[config.mk]
export PLATFORM = sky130hd
export DESIGN_NAME = countdown_timer_with_digit_setting_flat
export DESIGN_NICKNAME = d
export VERILOG_FILES = /design/src/rtl/core/tmr_pkg.sv /design/src/rtl/core/tmr_in_if.sv /design/src/rtl/core/tmr_out_if.sv /design/src/rtl/core/tmr_cfg_if.sv /design/src/rtl/core/countdown_timer_with_digit_setting.sv /design/src/flat_wrapper.sv
export VERILOG_INCLUDE_DIRS = /design/src /design/src/rtl/core
export SDC_FILE = /design/constraint.sdc
export NUM_CORES = 1
export LEC_CHECK = 0
export ABC_AREA = 1
export BUFFER_PORTS_ARGS = -buffer_cell sky130_fd_sc_hd__buf_2
export CORE_ASPECT_RATIO = 2
export CORE_MARGIN = 3
export CORE_UTILIZATION = 60
export CTS_CLUSTER_SIZE = 20
export DETAILED_ROUTE_END_ITERATION = 6
export PLACE_DENSITY = 0.78
export SYNTH_ARGS = -nofsm -noshare
export SYNTH_HDL_FRONTEND = slang
export SYNTH_SLANG_ARGS = --single-unit
[constraint.sdc]
create_clock -name clk_i -period 4.7 [get_ports clk_i]
set_input_delay 0 -clock clk_i [delete_from_list [all_inputs] [get_ports clk_i]]
set_output_delay 0 -clock clk_i [all_outputs]
set_load 0.01 [all_outputs]
[src/rtl/core/countdown_timer_with_digit_setting_macros.svh]
// assertion macros shared by the countdown timer rtl
// no dependencies; pulled in by the modules that carry assertions
`ifndef COUNTDOWN_TIMER_WITH_DIGIT_SETTING_MACROS_SVH
`define COUNTDOWN_TIMER_WITH_DIGIT_SETTING_MACROS_SVH

// same-cycle implication, disabled while reset is asserted
`define TMR_ASSERT_IMP(label, clk, rstn, ante, cons) \
  label: assert property (@(posedge clk) disable iff (!(rstn)) (ante) |-> (cons)) \
    else $error("timer check failed");

// next-cycle implication, disabled while reset is asserted
`define TMR_ASSERT_NXT(label, clk, rstn, ante, cons) \
  label: assert property (@(posedge clk) disable iff (!(rstn)) (ante) |=> (cons)) \
    else $error("timer check failed");

`endif

[src/rtl/core/tmr_pkg.sv]
// shared types and constants of the countdown timer
// no dependencies; used by the channel interfaces and the top level
`default_nettype none

package tmr_pkg;

  localparam int unsigned MsW      = 16;
  localparam int unsigned DigitW   = 4;
  localparam int unsigned SecW     = 6;
  localparam int unsigned CfgAddrW = 8;

  localparam logic [MsW-1:0]    LockoutRst = 16'd200;
  localparam logic [MsW-1:0]    TickRst    = 16'd1000;
  localparam logic [DigitW-1:0] DigitMax   = 4'd9;
  localparam logic [SecW-1:0]   SecMax     = 6'd59;
  localparam logic [SecW:0]     SecLimit   = 7'd60;
  localparam logic [SecW:0]     SecStep    = 7'd10;

  typedef enum logic [CfgAddrW-1:0] {
    CFG_PRESS_LOCKOUT = 8'd0,
    CFG_TICK_PERIOD   = 8'd1
  } cfg_reg_e;

  typedef struct packed {
    logic           start_button;
    logic           stop_button;
    logic           ten_minute_button;
    logic           minute_button;
    logic           ten_second_button;
    logic [MsW-1:0] now_ms;
  } in_t;

  typedef struct packed {
    logic              running;
    logic [DigitW-1:0] ten_minutes_digit;
    logic [DigitW-1:0] minutes_digit;
    logic [SecW-1:0]   seconds_value;
  } out_t;

  typedef struct packed {
    logic [CfgAddrW-1:0] addr;
    logic [MsW-1:0]      data;
  } cfg_t;

endpackage

`default_nettype wire

[src/rtl/core/tmr_in_if.sv]
// valid/ready channel carrying one button sample per transaction
// depends on tmr_pkg
`default_nettype none

interface tmr_in_if;
  import tmr_pkg::*;
  logic valid;
  logic ready;
  in_t  data;
  modport source (output valid, output data, input ready);
  modport sink   (input valid, input data, output ready);
endinterface

`default_nettype wire

[src/rtl/core/tmr_out_if.sv]
// valid/ready channel carrying one timer result per transaction
// depends on tmr_pkg
`default_nettype none

interface tmr_out_if;
  import tmr_pkg::*;
  logic valid;
  logic ready;
  out_t data;
  modport source (output valid, output data, input ready);
  modport sink   (input valid, input data, output ready);
endinterface

`default_nettype wire

[src/rtl/core/tmr_cfg_if.sv]
// valid/ready register write channel, index plus data
// depends on tmr_pkg
`default_nettype none

interface tmr_cfg_if;
  import tmr_pkg::*;
  logic valid;
  logic ready;
  cfg_t data;
  modport source (output valid, output data, input ready);
  modport sink   (input valid, input data, output ready);
endinterface

`default_nettype wire

[src/rtl/core/countdown_timer_with_digit_setting.sv]
// top level of the mm:ss countdown timer with button digit setting
// depends on tmr_pkg, the tmr_*_if channel interfaces and the macros header
`default_nettype none
`include "countdown_timer_with_digit_setting_macros.svh"

// Countdown timer, MM:SS. Every input transaction is one sample of five
// buttons plus a 16-bit millisecond timestamp, and every input transaction
// produces exactly one output transaction with the run flag and the three
// time fields after that sample. While stopped, rising edges on the set
// buttons step the ten-minutes digit, the minutes digit and the seconds
// (by ten, wrapping at 60), each press only if press_lockout_ms has gone
// by since the last accepted event. While running, the time counts down one
// second per tick_period_ms. Timing: a sample is held in the input
// register, then the full update runs through one pass of logic into the
// state and result registers; one sample is taken every cycle as long as
// the result side keeps up, and the result register is the only thing that
// can hold off the input. Registers are written through the config channel
// (index 0 lockout, index 1 tick period, other indexes ignored) and should
// only be written while idle.
module countdown_timer_with_digit_setting (
  input  wire logic clk_i,
  input  wire logic rst_ni,
  tmr_in_if.sink    in_i,
  tmr_out_if.source out_o,
  tmr_cfg_if.sink   cfg_i
);
  import tmr_pkg::*;

  // ---------------------------------------------------------------------
  // config registers
  // ---------------------------------------------------------------------
  logic [MsW-1:0] lockout_q, tick_q;

  assign cfg_i.ready = 1'b1;

  always_ff @(posedge clk_i or negedge rst_ni) begin
    if (!rst_ni) begin
      lockout_q <= LockoutRst;
      tick_q    <= TickRst;
    end else if (cfg_i.valid) begin
      unique case (cfg_i.data.addr)
        CFG_PRESS_LOCKOUT: lockout_q <= cfg_i.data.data;
        CFG_TICK_PERIOD:   tick_q    <= cfg_i.data.data;
        default: ;  // unknown index, dropped
      endcase
    end
  end

  // ---------------------------------------------------------------------
  // handshake: input register feeding the result register
  // ---------------------------------------------------------------------
  logic in_valid_q, out_valid_q, advance;
  in_t  in_q;
  out_t out_q, out_d;

  // the update fires when a sample is held and the result slot is free
  // or being drained in this same cycle
  assign advance    = in_valid_q && (!out_valid_q || out_o.ready);
  assign in_i.ready = !in_valid_q || advance;

  always_ff @(posedge clk_i or negedge rst_ni) begin
    if (!rst_ni) begin
      in_valid_q  <= 1'b0;
      out_valid_q <= 1'b0;
    end else begin
      if (in_i.ready) begin
        in_valid_q <= in_i.valid;
      end
      if (advance) begin
        out_valid_q <= 1'b1;
      end else if (out_o.ready) begin
        out_valid_q <= 1'b0;
      end
    end
  end

  always_ff @(posedge clk_i) begin
    if (in_i.ready && in_i.valid) begin
      in_q <= in_i.data;
    end
    if (advance) begin
      out_q <= out_d;
    end
  end

  assign out_o.valid = out_valid_q;
  assign out_o.data  = out_q;

  // ---------------------------------------------------------------------
  // timer state
  // ---------------------------------------------------------------------
  logic              run_q, run_d;
  logic [DigitW-1:0] tens_q, tens_d, units_q, units_d;
  logic [SecW-1:0]   secs_q, secs_d;
  logic [MsW-1:0]    last_q, last_d;
  logic              lvl10m_q, lvl1m_q, lvl10s_q;
  logic              lvl10m_d, lvl1m_d, lvl10s_d;

  always_ff @(posedge clk_i or negedge rst_ni) begin
    if (!rst_ni) begin
      run_q    <= 1'b0;
      tens_q   <= '0;
      units_q  <= '0;
      secs_q   <= '0;
      last_q   <= '0;
      lvl10m_q <= 1'b0;
      lvl1m_q  <= 1'b0;
      lvl10s_q <= 1'b0;
    end else if (advance) begin
      run_q    <= run_d;
      tens_q   <= tens_d;
      units_q  <= units_d;
      secs_q   <= secs_d;
      last_q   <= last_d;
      lvl10m_q <= lvl10m_d;
      lvl1m_q  <= lvl1m_d;
      lvl10s_q <= lvl10s_d;
    end
  end

  // ---------------------------------------------------------------------
  // single-pass update
  // ---------------------------------------------------------------------
  logic [MsW-1:0]    elapsed;
  logic              lock_ok, lock_zero, tick_due;
  logic              rise10m, rise1m, rise10s;
  logic              acc10m, acc1m, acc10s;
  logic              ok1m, ok10s;
  logic              run_a;
  logic [DigitW-1:0] tens_a, units_a;
  logic [SecW-1:0]   secs_a;
  logic [SecW:0]     secs_sum;

  // all timestamp differences wrap modulo 2^16
  assign elapsed   = in_q.now_ms - last_q;
  assign lock_ok   = elapsed >= lockout_q;
  assign lock_zero = lockout_q == '0;
  assign tick_due  = elapsed >= tick_q;

  // a press accepted earlier in the same sample moves the event time to now,
  // so later presses in that sample only pass with a zero lockout
  assign rise10m = in_q.ten_minute_button && !lvl10m_q;
  assign rise1m  = in_q.minute_button && !lvl1m_q;
  assign rise10s = in_q.ten_second_button && !lvl10s_q;
  assign acc10m  = !run_q && rise10m && lock_ok;
  assign ok1m    = acc10m ? lock_zero : lock_ok;
  assign acc1m   = !run_q && rise1m && ok1m;
  assign ok10s   = (acc10m || acc1m) ? lock_zero : lock_ok;
  assign acc10s  = !run_q && rise10s && ok10s;

  always_comb begin
    // start wins over stop
    run_a   = run_q;
    tens_a  = tens_q;
    units_a = units_q;
    secs_a  = secs_q;
    if (in_q.start_button) begin
      run_a = (tens_q != '0) || (units_q != '0) || (secs_q != '0);
    end else if (in_q.stop_button) begin
      run_a   = 1'b0;
      tens_a  = '0;
      units_a = '0;
      secs_a  = '0;
    end

    run_d    = run_a;
    tens_d   = tens_a;
    units_d  = units_a;
    secs_d   = secs_a;
    last_d   = last_q;
    lvl10m_d = lvl10m_q;
    lvl1m_d  = lvl1m_q;
    lvl10s_d = lvl10s_q;
    secs_sum = {1'b0, secs_a} + SecStep;

    if (!run_q) begin
      // stopped: track button levels and apply accepted presses
      lvl10m_d = in_q.ten_minute_button;
      lvl1m_d  = in_q.minute_button;
      lvl10s_d = in_q.ten_second_button;
      if (acc10m) begin
        tens_d = (tens_a >= DigitMax) ? '0 : tens_a + 4'd1;
      end
      if (acc1m) begin
        units_d = (units_a >= DigitMax) ? '0 : units_a + 4'd1;
      end
      if (acc10s) begin
        secs_d = (secs_sum >= SecLimit) ? '0 : secs_sum[SecW-1:0];
      end
      if (acc10m || acc1m || acc10s) begin
        last_d = in_q.now_ms;
      end
    end else begin
      // running: stop at zero, else count one second down per tick
      if ((tens_a == '0) && (units_a == '0) && (secs_a == '0)) begin
        run_d = 1'b0;
      end else if (tick_due) begin
        last_d = in_q.now_ms;
        if (secs_a != '0) begin
          secs_d = secs_a - 6'd1;
        end else begin
          secs_d = SecMax;
          if (units_a != '0) begin
            units_d = units_a - 4'd1;
          end else begin
            units_d = DigitMax;
            tens_d  = tens_a - 4'd1;
          end
        end
      end
    end

    out_d.running           = run_d;
    out_d.ten_minutes_digit = tens_d;
    out_d.minutes_digit     = units_d;
    out_d.seconds_value     = secs_d;
  end

  // ---------------------------------------------------------------------
  // checks
  // ---------------------------------------------------------------------
  `TMR_ASSERT_IMP(a_digits_in_range, clk_i, rst_ni, 1'b1,
    (tens_q <= DigitMax) && (units_q <= DigitMax) && (secs_q <= SecMax))
  `TMR_ASSERT_NXT(a_update_fills_result, clk_i, rst_ni, advance, out_valid_q)
  `TMR_ASSERT_NXT(a_state_holds_when_idle, clk_i, rst_ni, !advance,
    $stable(run_q) && $stable(tens_q) && $stable(units_q) && $stable(secs_q)
    && $stable(last_q))
  `TMR_ASSERT_NXT(a_sample_held_when_blocked, clk_i, rst_ni, in_valid_q && !advance,
    in_valid_q && $stable(in_q))

endmodule

`default_nettype wire
[src/flat_wrapper.sv]
// flat-port wrapper written by rule: the top's interface ports become plain ports
module countdown_timer_with_digit_setting_flat import tmr_pkg::*;
  (clk_i, rst_ni, in_i_valid, in_i_data, in_i_ready, out_o_valid, out_o_data, out_o_ready, cfg_i_valid, cfg_i_data, cfg_i_ready);
  tmr_in_if in_i_i ();
  tmr_out_if out_o_i ();
  tmr_cfg_if cfg_i_i ();
  input  wire logic clk_i;
  input  wire logic rst_ni;
  input wire logic [$bits(in_i_i.valid)-1:0] in_i_valid;
  input wire logic [$bits(in_i_i.data)-1:0] in_i_data;
  output wire logic [$bits(in_i_i.ready)-1:0] in_i_ready;
  output wire logic [$bits(out_o_i.valid)-1:0] out_o_valid;
  output wire logic [$bits(out_o_i.data)-1:0] out_o_data;
  input wire logic [$bits(out_o_i.ready)-1:0] out_o_ready;
  input wire logic [$bits(cfg_i_i.valid)-1:0] cfg_i_valid;
  input wire logic [$bits(cfg_i_i.data)-1:0] cfg_i_data;
  output wire logic [$bits(cfg_i_i.ready)-1:0] cfg_i_ready;
  assign in_i_i.valid = in_i_valid;
  assign in_i_i.data = in_i_data;
  assign in_i_ready = in_i_i.ready;
  assign out_o_valid = out_o_i.valid;
  assign out_o_data = out_o_i.data;
  assign out_o_i.ready = out_o_ready;
  assign cfg_i_i.valid = cfg_i_valid;
  assign cfg_i_i.data = cfg_i_data;
  assign cfg_i_ready = cfg_i_i.ready;
  countdown_timer_with_digit_setting u_core (.clk_i(clk_i), .rst_ni(rst_ni), .in_i(in_i_i), .out_o(out_o_i), .cfg_i(cfg_i_i));
endmodule
# Word level (Yosys, flattened, before mapping)
# Index checks and enable logic that the tools add are counted.
[totals]
word_cells = 117
ff_bits = 104
input_bits = 50
out_inout_bits = 18
[op_classes]
eq_ne = 3
add_sub_neg = 7
reduce_logical = 41
bitwise = 1
n_mux = 38
n_lt_le_gt_ge = 5
[op_table]
columns = ["operator", "n"]
rows = [
  ["$mux W4", 18],
  ["$mux W16", 4],
  ["$mux W6", 8],
  ["$ge A16 B16 Y1", 2],
  ["$logic_not A16 Y1", 1],
  ["$sub A16 B16 Y16", 1],
  ["$logic_and A1 B1 Y1", 13],
  ["$reduce_bool A4 Y1", 3],
  ["$reduce_bool A6 Y1", 2],
  ["$add A4 B1 Y4 const B", 2],
  ["$eq A8 B1 Y1 const B", 1],
  ["$ge A4 B4 Y1 const B", 2],
  ["$logic_not A4 Y1", 2],
  ["$logic_not A8 Y1", 1],
  ["$mux W1", 8],
  ["$sub A4 B1 Y4 const B", 2],
  ["$add A6 B4 Y7 const B", 1],
  ["$ge A7 B6 Y1 const B", 1],
  ["$logic_not A1 Y1", 6],
  ["$logic_not A6 Y1", 1],
  ["$logic_or A1 B1 Y1", 6],
  ["$reduce_and A2 Y1", 3],
  ["$sub A6 B1 Y6 const B", 1],
  ["$ne A2 B2 Y1 const B", 2],
  ["3 further kinds", 4],
]

# Logic depth before layout (Yosys ltp)
[logic_depth]
depth_word = 12
depth_mapped = 25
ltp_nobuf = 25

# Worst setup path before layout
# Ideal clock, no wire load.
[synth_timing]
path_type = "reg2reg"
from = "reg u_core.last_q[0]"
to = "reg u_core.out_q (netlist bit u_core.out_o.data[3]), data pin"
setup_slack_ps = 1033
period_less_slack_ps = 3667
arrival_time_ps = 3412
path_stages_with_launch = 20
t_required_ps = 4445
setup_time_ps = 255
n_path_buf = 0
path_cell_list = "dfrtp_1 ha_1 fa_1 nor4_1 nor2_1 o21ai_0 a21oi_1 o21ai_0 xor2_1 ha_1 nand2_1 o21bai_1 nand2_1 a21oi_1 nand3_2 nand3_1 nand2_1 nor2_1 nand2_1 and2_1"
[synth_between]
elab_chain_len = 10
word_cells_on_any_way = 13
cone_classes = "add/sub: 1; order compare: 2; mux: 6; reduce/logical: 4"
[synth_lines]
columns = ["item", "line", "source"]
rows = [
  ["start, declared", "countdown_timer_with_digit_setting.sv:95", "logic [MsW-1:0] last_q, last_d;"],
  ["start signal, assigned", "countdown_timer_with_digit_setting.sv:114", "last_q <= last_d;"],
  ["$sub A16 B16 Y16 (*)", "countdown_timer_with_digit_setting.sv:135", "assign elapsed = in_q.now_ms - last_q;"],
  ["$ge A16 B16 Y1", "countdown_timer_with_digit_setting.sv:136", "assign lock_ok = elapsed >= lockout_q;"],
  ["$logic_and A1 B1 Y1", "countdown_timer_with_digit_setting.sv:145", "assign acc10m = !run_q && rise10m && lock_ok;"],
  ["$mux W1", "countdown_timer_with_digit_setting.sv:146", "assign ok1m = acc10m ? lock_zero : lock_ok;"],
  ["$logic_and A1 B1 Y1", "countdown_timer_with_digit_setting.sv:147", "assign acc1m = !run_q && rise1m && ok1m;"],
  ["$logic_or A1 B1 Y1", "countdown_timer_with_digit_setting.sv:148", "assign ok10s = (acc10m || acc1m) ? lock_zero : lock_ok;"],
  ["$mux W1", "countdown_timer_with_digit_setting.sv:148", ""],
  ["$logic_and A1 B1 Y1", "countdown_timer_with_digit_setting.sv:149", "assign acc10s = !run_q && rise10s && ok10s;"],
  ["$mux W6", "countdown_timer_with_digit_setting.sv:187", "if (acc10s) begin"],
  ["$mux W6 (*)", "countdown_timer_with_digit_setting.sv:176", "if (!run_q) begin"],
  ["net u_core.secs_d[3]", "countdown_timer_with_digit_setting.sv:94", "logic [SecW-1:0] secs_q, secs_d;"],
  ["end signal, assigned", "countdown_timer_with_digit_setting.sv:82", "out_q <= out_d;"],
  ["end, declared", "countdown_timer_with_digit_setting.sv:54", "out_t out_q, out_d;"],
]
# The timed path passes the listed nets; every way through them passes the cells marked *.
# A chain may end at the register's enable or synchronous reset.

# Worst setup path in the final report
[layout_timing]
from = "reg u_core.last_q[0]"
to = "reg u_core.last_q[11]"
[layout_between]
elab_chain_len = 11
word_cells_on_any_way = 13
cone_classes = "add/sub: 1; order compare: 2; eq/ne: 1; mux: 2; reduce/logical: 7"
[layout_lines]
columns = ["item", "line", "source"]
rows = [
  ["$sub A16 B16 Y16 (*)", "countdown_timer_with_digit_setting.sv:135", ""],
  ["$ge A16 B16 Y1", "countdown_timer_with_digit_setting.sv:136", ""],
  ["$logic_and A1 B1 Y1", "countdown_timer_with_digit_setting.sv:145", ""],
  ["$mux W1", "countdown_timer_with_digit_setting.sv:146", ""],
  ["$logic_and A1 B1 Y1", "countdown_timer_with_digit_setting.sv:147", ""],
  ["$logic_or A1 B1 Y1", "countdown_timer_with_digit_setting.sv:148, countdown_timer_with_digit_setting.sv:190", ""],
  ["$mux W1", "countdown_timer_with_digit_setting.sv:148", ""],
  ["$logic_and A1 B1 Y1", "countdown_timer_with_digit_setting.sv:149", ""],
  ["$logic_or A1 B1 Y1", "countdown_timer_with_digit_setting.sv:190", "if (acc10m || acc1m || acc10s) begin"],
  ["$reduce_bool A2 Y1 (no source line)", "--", ""],
  ["$reduce_and A4 Y1 (no source line) (*)", "--", ""],
]
# Mark *: on every way between the ends. The rest lies on a longest branch, timed or not.

==> results by group <==
Logic synthesis
  • Post-synth cell types: 49
  • Post-synthesis compound-gate area fraction: 10.7%
  • Share of async-settable or async-resettable flops after synthesis: 65.4%
  • Synth Net Count: 969
  • Post-synth top area share: 21.7%
  • Synth Area in Simple Gates: 24.7%
  • Synth area leader: dfrtp_1
  • Number of synthesized flops with an enable pin: 36
  • Synthesis-stage register bit count: 104
  • XOR/XNOR Fraction of Synth Area: 2.57%
  • Top_reg_cell synth: dfrtp_1
  • Syn Area/Cell: 7.92 sq um
  • Post-Synth Adder-Cell Area: 11.1%
  • Largest family of logic cells by synthesized area: simple AND/OR/NAND/NOR gates
  • Mapped Area: 6810 sq um
  • Top post-synthesis cells by area: dfrtp_1, edfxtp_1, nand2_1
  • Ys Warns: 0
  • Sequential share of the synthesized area: 41.0%
  • Cell count after synthesis: 859
  • Mux contribution to synthesized area: 0.165%

Setup path
  • CP dominant cell by count: nand2_1
  • CP max stage cell: fa_1
  • Slowest cell delay on critical path: 430 ps
  • CP Cell Sequence: ha_1 -> fa_1 -> nor4_1 -> nor2_1 -> o21ai_0 -> a21oi_1 -> o21ai_0 -> xor2_1 -> ha_1 -> nand2_1 -> o21bai_1 -> nand2_1 -> a21oi_1 -> nand3_2 -> inv_1 -> nand2_1 -> nand3_4 -> nand2_1 -> o21ai_2
  • CP required: 4970 ps
  • Critical Path Sink Type: register
  • CP max FO: 16
  • Arr. time, crit path: 4580 ps
  • Crit path kind: reg2reg
  • Critical path launch point type: register

Floorplanning
  • Die W: 81.3 um
  • # rows: 54
  • Num ports: 68
  • DIE HEIGHT: 157 um
  • Initial Util: 61.8%
  • Die area: 12700 sq um
  • Core ar.: 11000 sq um

GRT
  • GRT overflow: 0
  • Initial antenna violation count: 0
  • Vias in the first global route: 5996
  • Tot GR Track Use: 28.3%
  • Pin count of the biggest net entering global routing: 69
  • First-pass GRT wire length: 27500 um

Cells and area
  • Share of layout cells above drive strength 1: 13.6%
  • Antenna Diode Count: 0
  • Commonest cells after routing, fill and taps aside: nand2_1, inv_1, buf_2, ha_1, dfrtp_1
  • Multi-input logic area: 3370 sq um
  • FF/Latch Area: 2790 sq um
  • Commonest non-fill, non-tap cell in the layout: nand2_1
  • Nets@finish: 1076
  • Non-filler cells, final: 1111
  • Filler Cell Count: 865
  • Area Growth Syn to Fin: 16.9%

CTS
  • H-tree lvl count: 3
  • # clock sinks: 104
  • Root Buffer: clkbuf_16
  • CTS Buf Count: 9
  • CTS tree: done
  • CTS max path bufs: 2
  • Skew-Pair Late Insertion Delay: 350 ps
  • Clk slew on worst S/H paths: 70 ps

Hold path
  • Worst min path class: in2reg

Power
  • Int Power: 0.00270 W
  • Sw Ratio: 48.2%
  • Max IR drop VDD: 0.370 mV
  • Comb pwr share: 60.0%
  • LEAKAGE: 4.06 nW
  • Reg power frac: 26.2%
  • Clock share of power: 13.8%
  • Sw power: 0.00251 W
  • P per Cell Area: 654 nW/um^2

STA
  • Setup TNS: 0 ps
  • Final worst path period share: 91.6%
  • Final hold viol count: 0
  • Final setup fails: 0
  • Fmax: 232 MHz
  • Clk_skew: 11.7 ps
  • Fin Hold WS: 352 ps
  • Setup ws final: 395 ps
  • Slew Limit Fails: 0
  • Rel. slew slack: 26.6%
  • Shortest period the worst path allows: 4300 ps
  • Worst slew pin tran: 1100 ps

Detailed routing
  • WL/cell: 15.3 um
  • Iter 0 DRT Violations: 312
  • Vias/cell: 5.41
  • WL final: 17000 um
  • DRC: 0
  • DR vias: 6012
  • DR pass1 iterations: 5
  • Post-DRT Antenna Nets: 0

Place
  • GPL Wtd Cong: 0.956
  • Dpl cells: 1050
  • Post-DP HPWL: 12200 um
  • # port buffers: 66
  • Worst slack at placement: 419 ps

Job
  • Max-cap violations: 0

Status
  • Status: finished clean
-- final cells by class --
class / count / area share, %
Tap cell: 140 / 2.20
Sequential cell: 104 / 35.1
Clock buffer: 9 / 2.83
Clock inverter: 7 / 0.708
Inverter: 143 / 6.75
Timing Repair Buffer: 113 / 10.0
Multi-Input combinational cell: 595 / 42.4
-- path summary, 6_finish.rpt --
path	start	end	slack (ps)	cells past startpoint
worst max-delay path	u_core.last_q[0]	u_core.last_q[11]	400	19
worst min-delay path	in_i_data[1]	u_core.in_q[1]	350	2
worst max register to register	u_core.last_q[0]	u_core.last_q[11]	400	19
worst min register to register	u_core.tick_q[2]	u_core.tick_q[2]	490	2
max in group asynchronous	rst_ni	u_core.tens_q[0]	3750	3
min in group asynchronous	rst_ni	u_core.last_q[4]	390	3
-- flip-flops by register name (all words and copies together), names as in the netlist --
register            count
u_core.in_q            21
u_core.tens_q           4
u_core.out_o.valid      1
u_core.tick_q          16
u_core.units_q          4
u_core.lvl1m_q          1
u_core.lockout_q       16
u_core.last_q          16
u_core.secs_q           6
u_core.lvl10s_q         1
u_core.in_valid_q       1
u_core.out_o.data      15
u_core.lvl10m_q         1
u_core.run_q            1
-- cells in the mapped netlist (all sizes together) (9+ instances only) --
| master | count |
|---|---|
| buf | 11 |
| dfrtp | 59 |
| o21ai | 78 |
| nor2 | 36 |
| inv | 141 |
| edfxtp | 36 |
| nand3 | 56 |
| dfstp | 9 |
| a21oi | 34 |
| nand4 | 10 |
| nand2 | 268 |
| xor2 | 13 |
| ha | 59 |
-- power groups by stage --
stage,registers [W],clock network [W],logic [W]
after detailed placement,0.00137,0,0.00298
final,0.00136,0.000718,0.00312
after global routing,0.00139,0.000763,0.00357
after floorplan,0.00135,0,0.00228
after global placement,0.00137,0,0.00292
after CTS,0.00136,0.000729,0.00303
-- repair_timing --
action / in CTS / in global routing
buffers inserted: 0 / 3
resized for setup: 0 / 1
hold endpoints to repair: 114 / 0
endpoints found under the setup margin: 0 / 16
hold buffers: 41 / 0
-- cell families (layout without fill, tap and decap cells) --
| logic type | after synthesis | after routing |
|---|---|---|
| fa+ha+maj | 60 | 60 |
| simple gates | 386 | 387 |
| other cells | 1 | 1 |
| xor+xnor | 20 | 20 |
| flops | 104 | 104 |
| mux | 1 | 1 |
| compound gates | 126 | 126 |
| buf+inv | 161 | 272 |
-- layer usage --
| metal | global-route usage [%] | part of all wire [%] | up-vias |
|---|---|---|---|
| met4 | 20.2 | 7.9 | 0 |
| met5 | 0 | 0 | - |
| met1 | 28.2 | 33 | 2743 |
| met3 | 3.86 | 3.3 | 96 |
| met2 | 51.6 | 55 | 186 |
| li1 | - | - | 2987 |
-- critical path, delay by kind of cell, from the launching register on --
kind                     cells  cell delay (ps)
AND/OR/NAND/NOR              8             1410
XOR/XNOR                     1              280
buffers and inverters        1              180
AO/OA/AOI/OAI                6              990
flip-flops                   1              390
adder cells (fa/ha/maj)      3              980
-- stage by stage --
stage,util [%],cell area (sq um),power [W]
3_5_place_dp,65.5,7210,0.00435
2_1_floorplan,-,6810,0.00362
6_report,72.2,7960,0.00520
5_1_grt,72.2,7960,0.00572
3_3_place_gp,65.5,7210,0.00429
4_1_cts,71.8,7900,0.00511
Power figures use the tool's default switching activity.
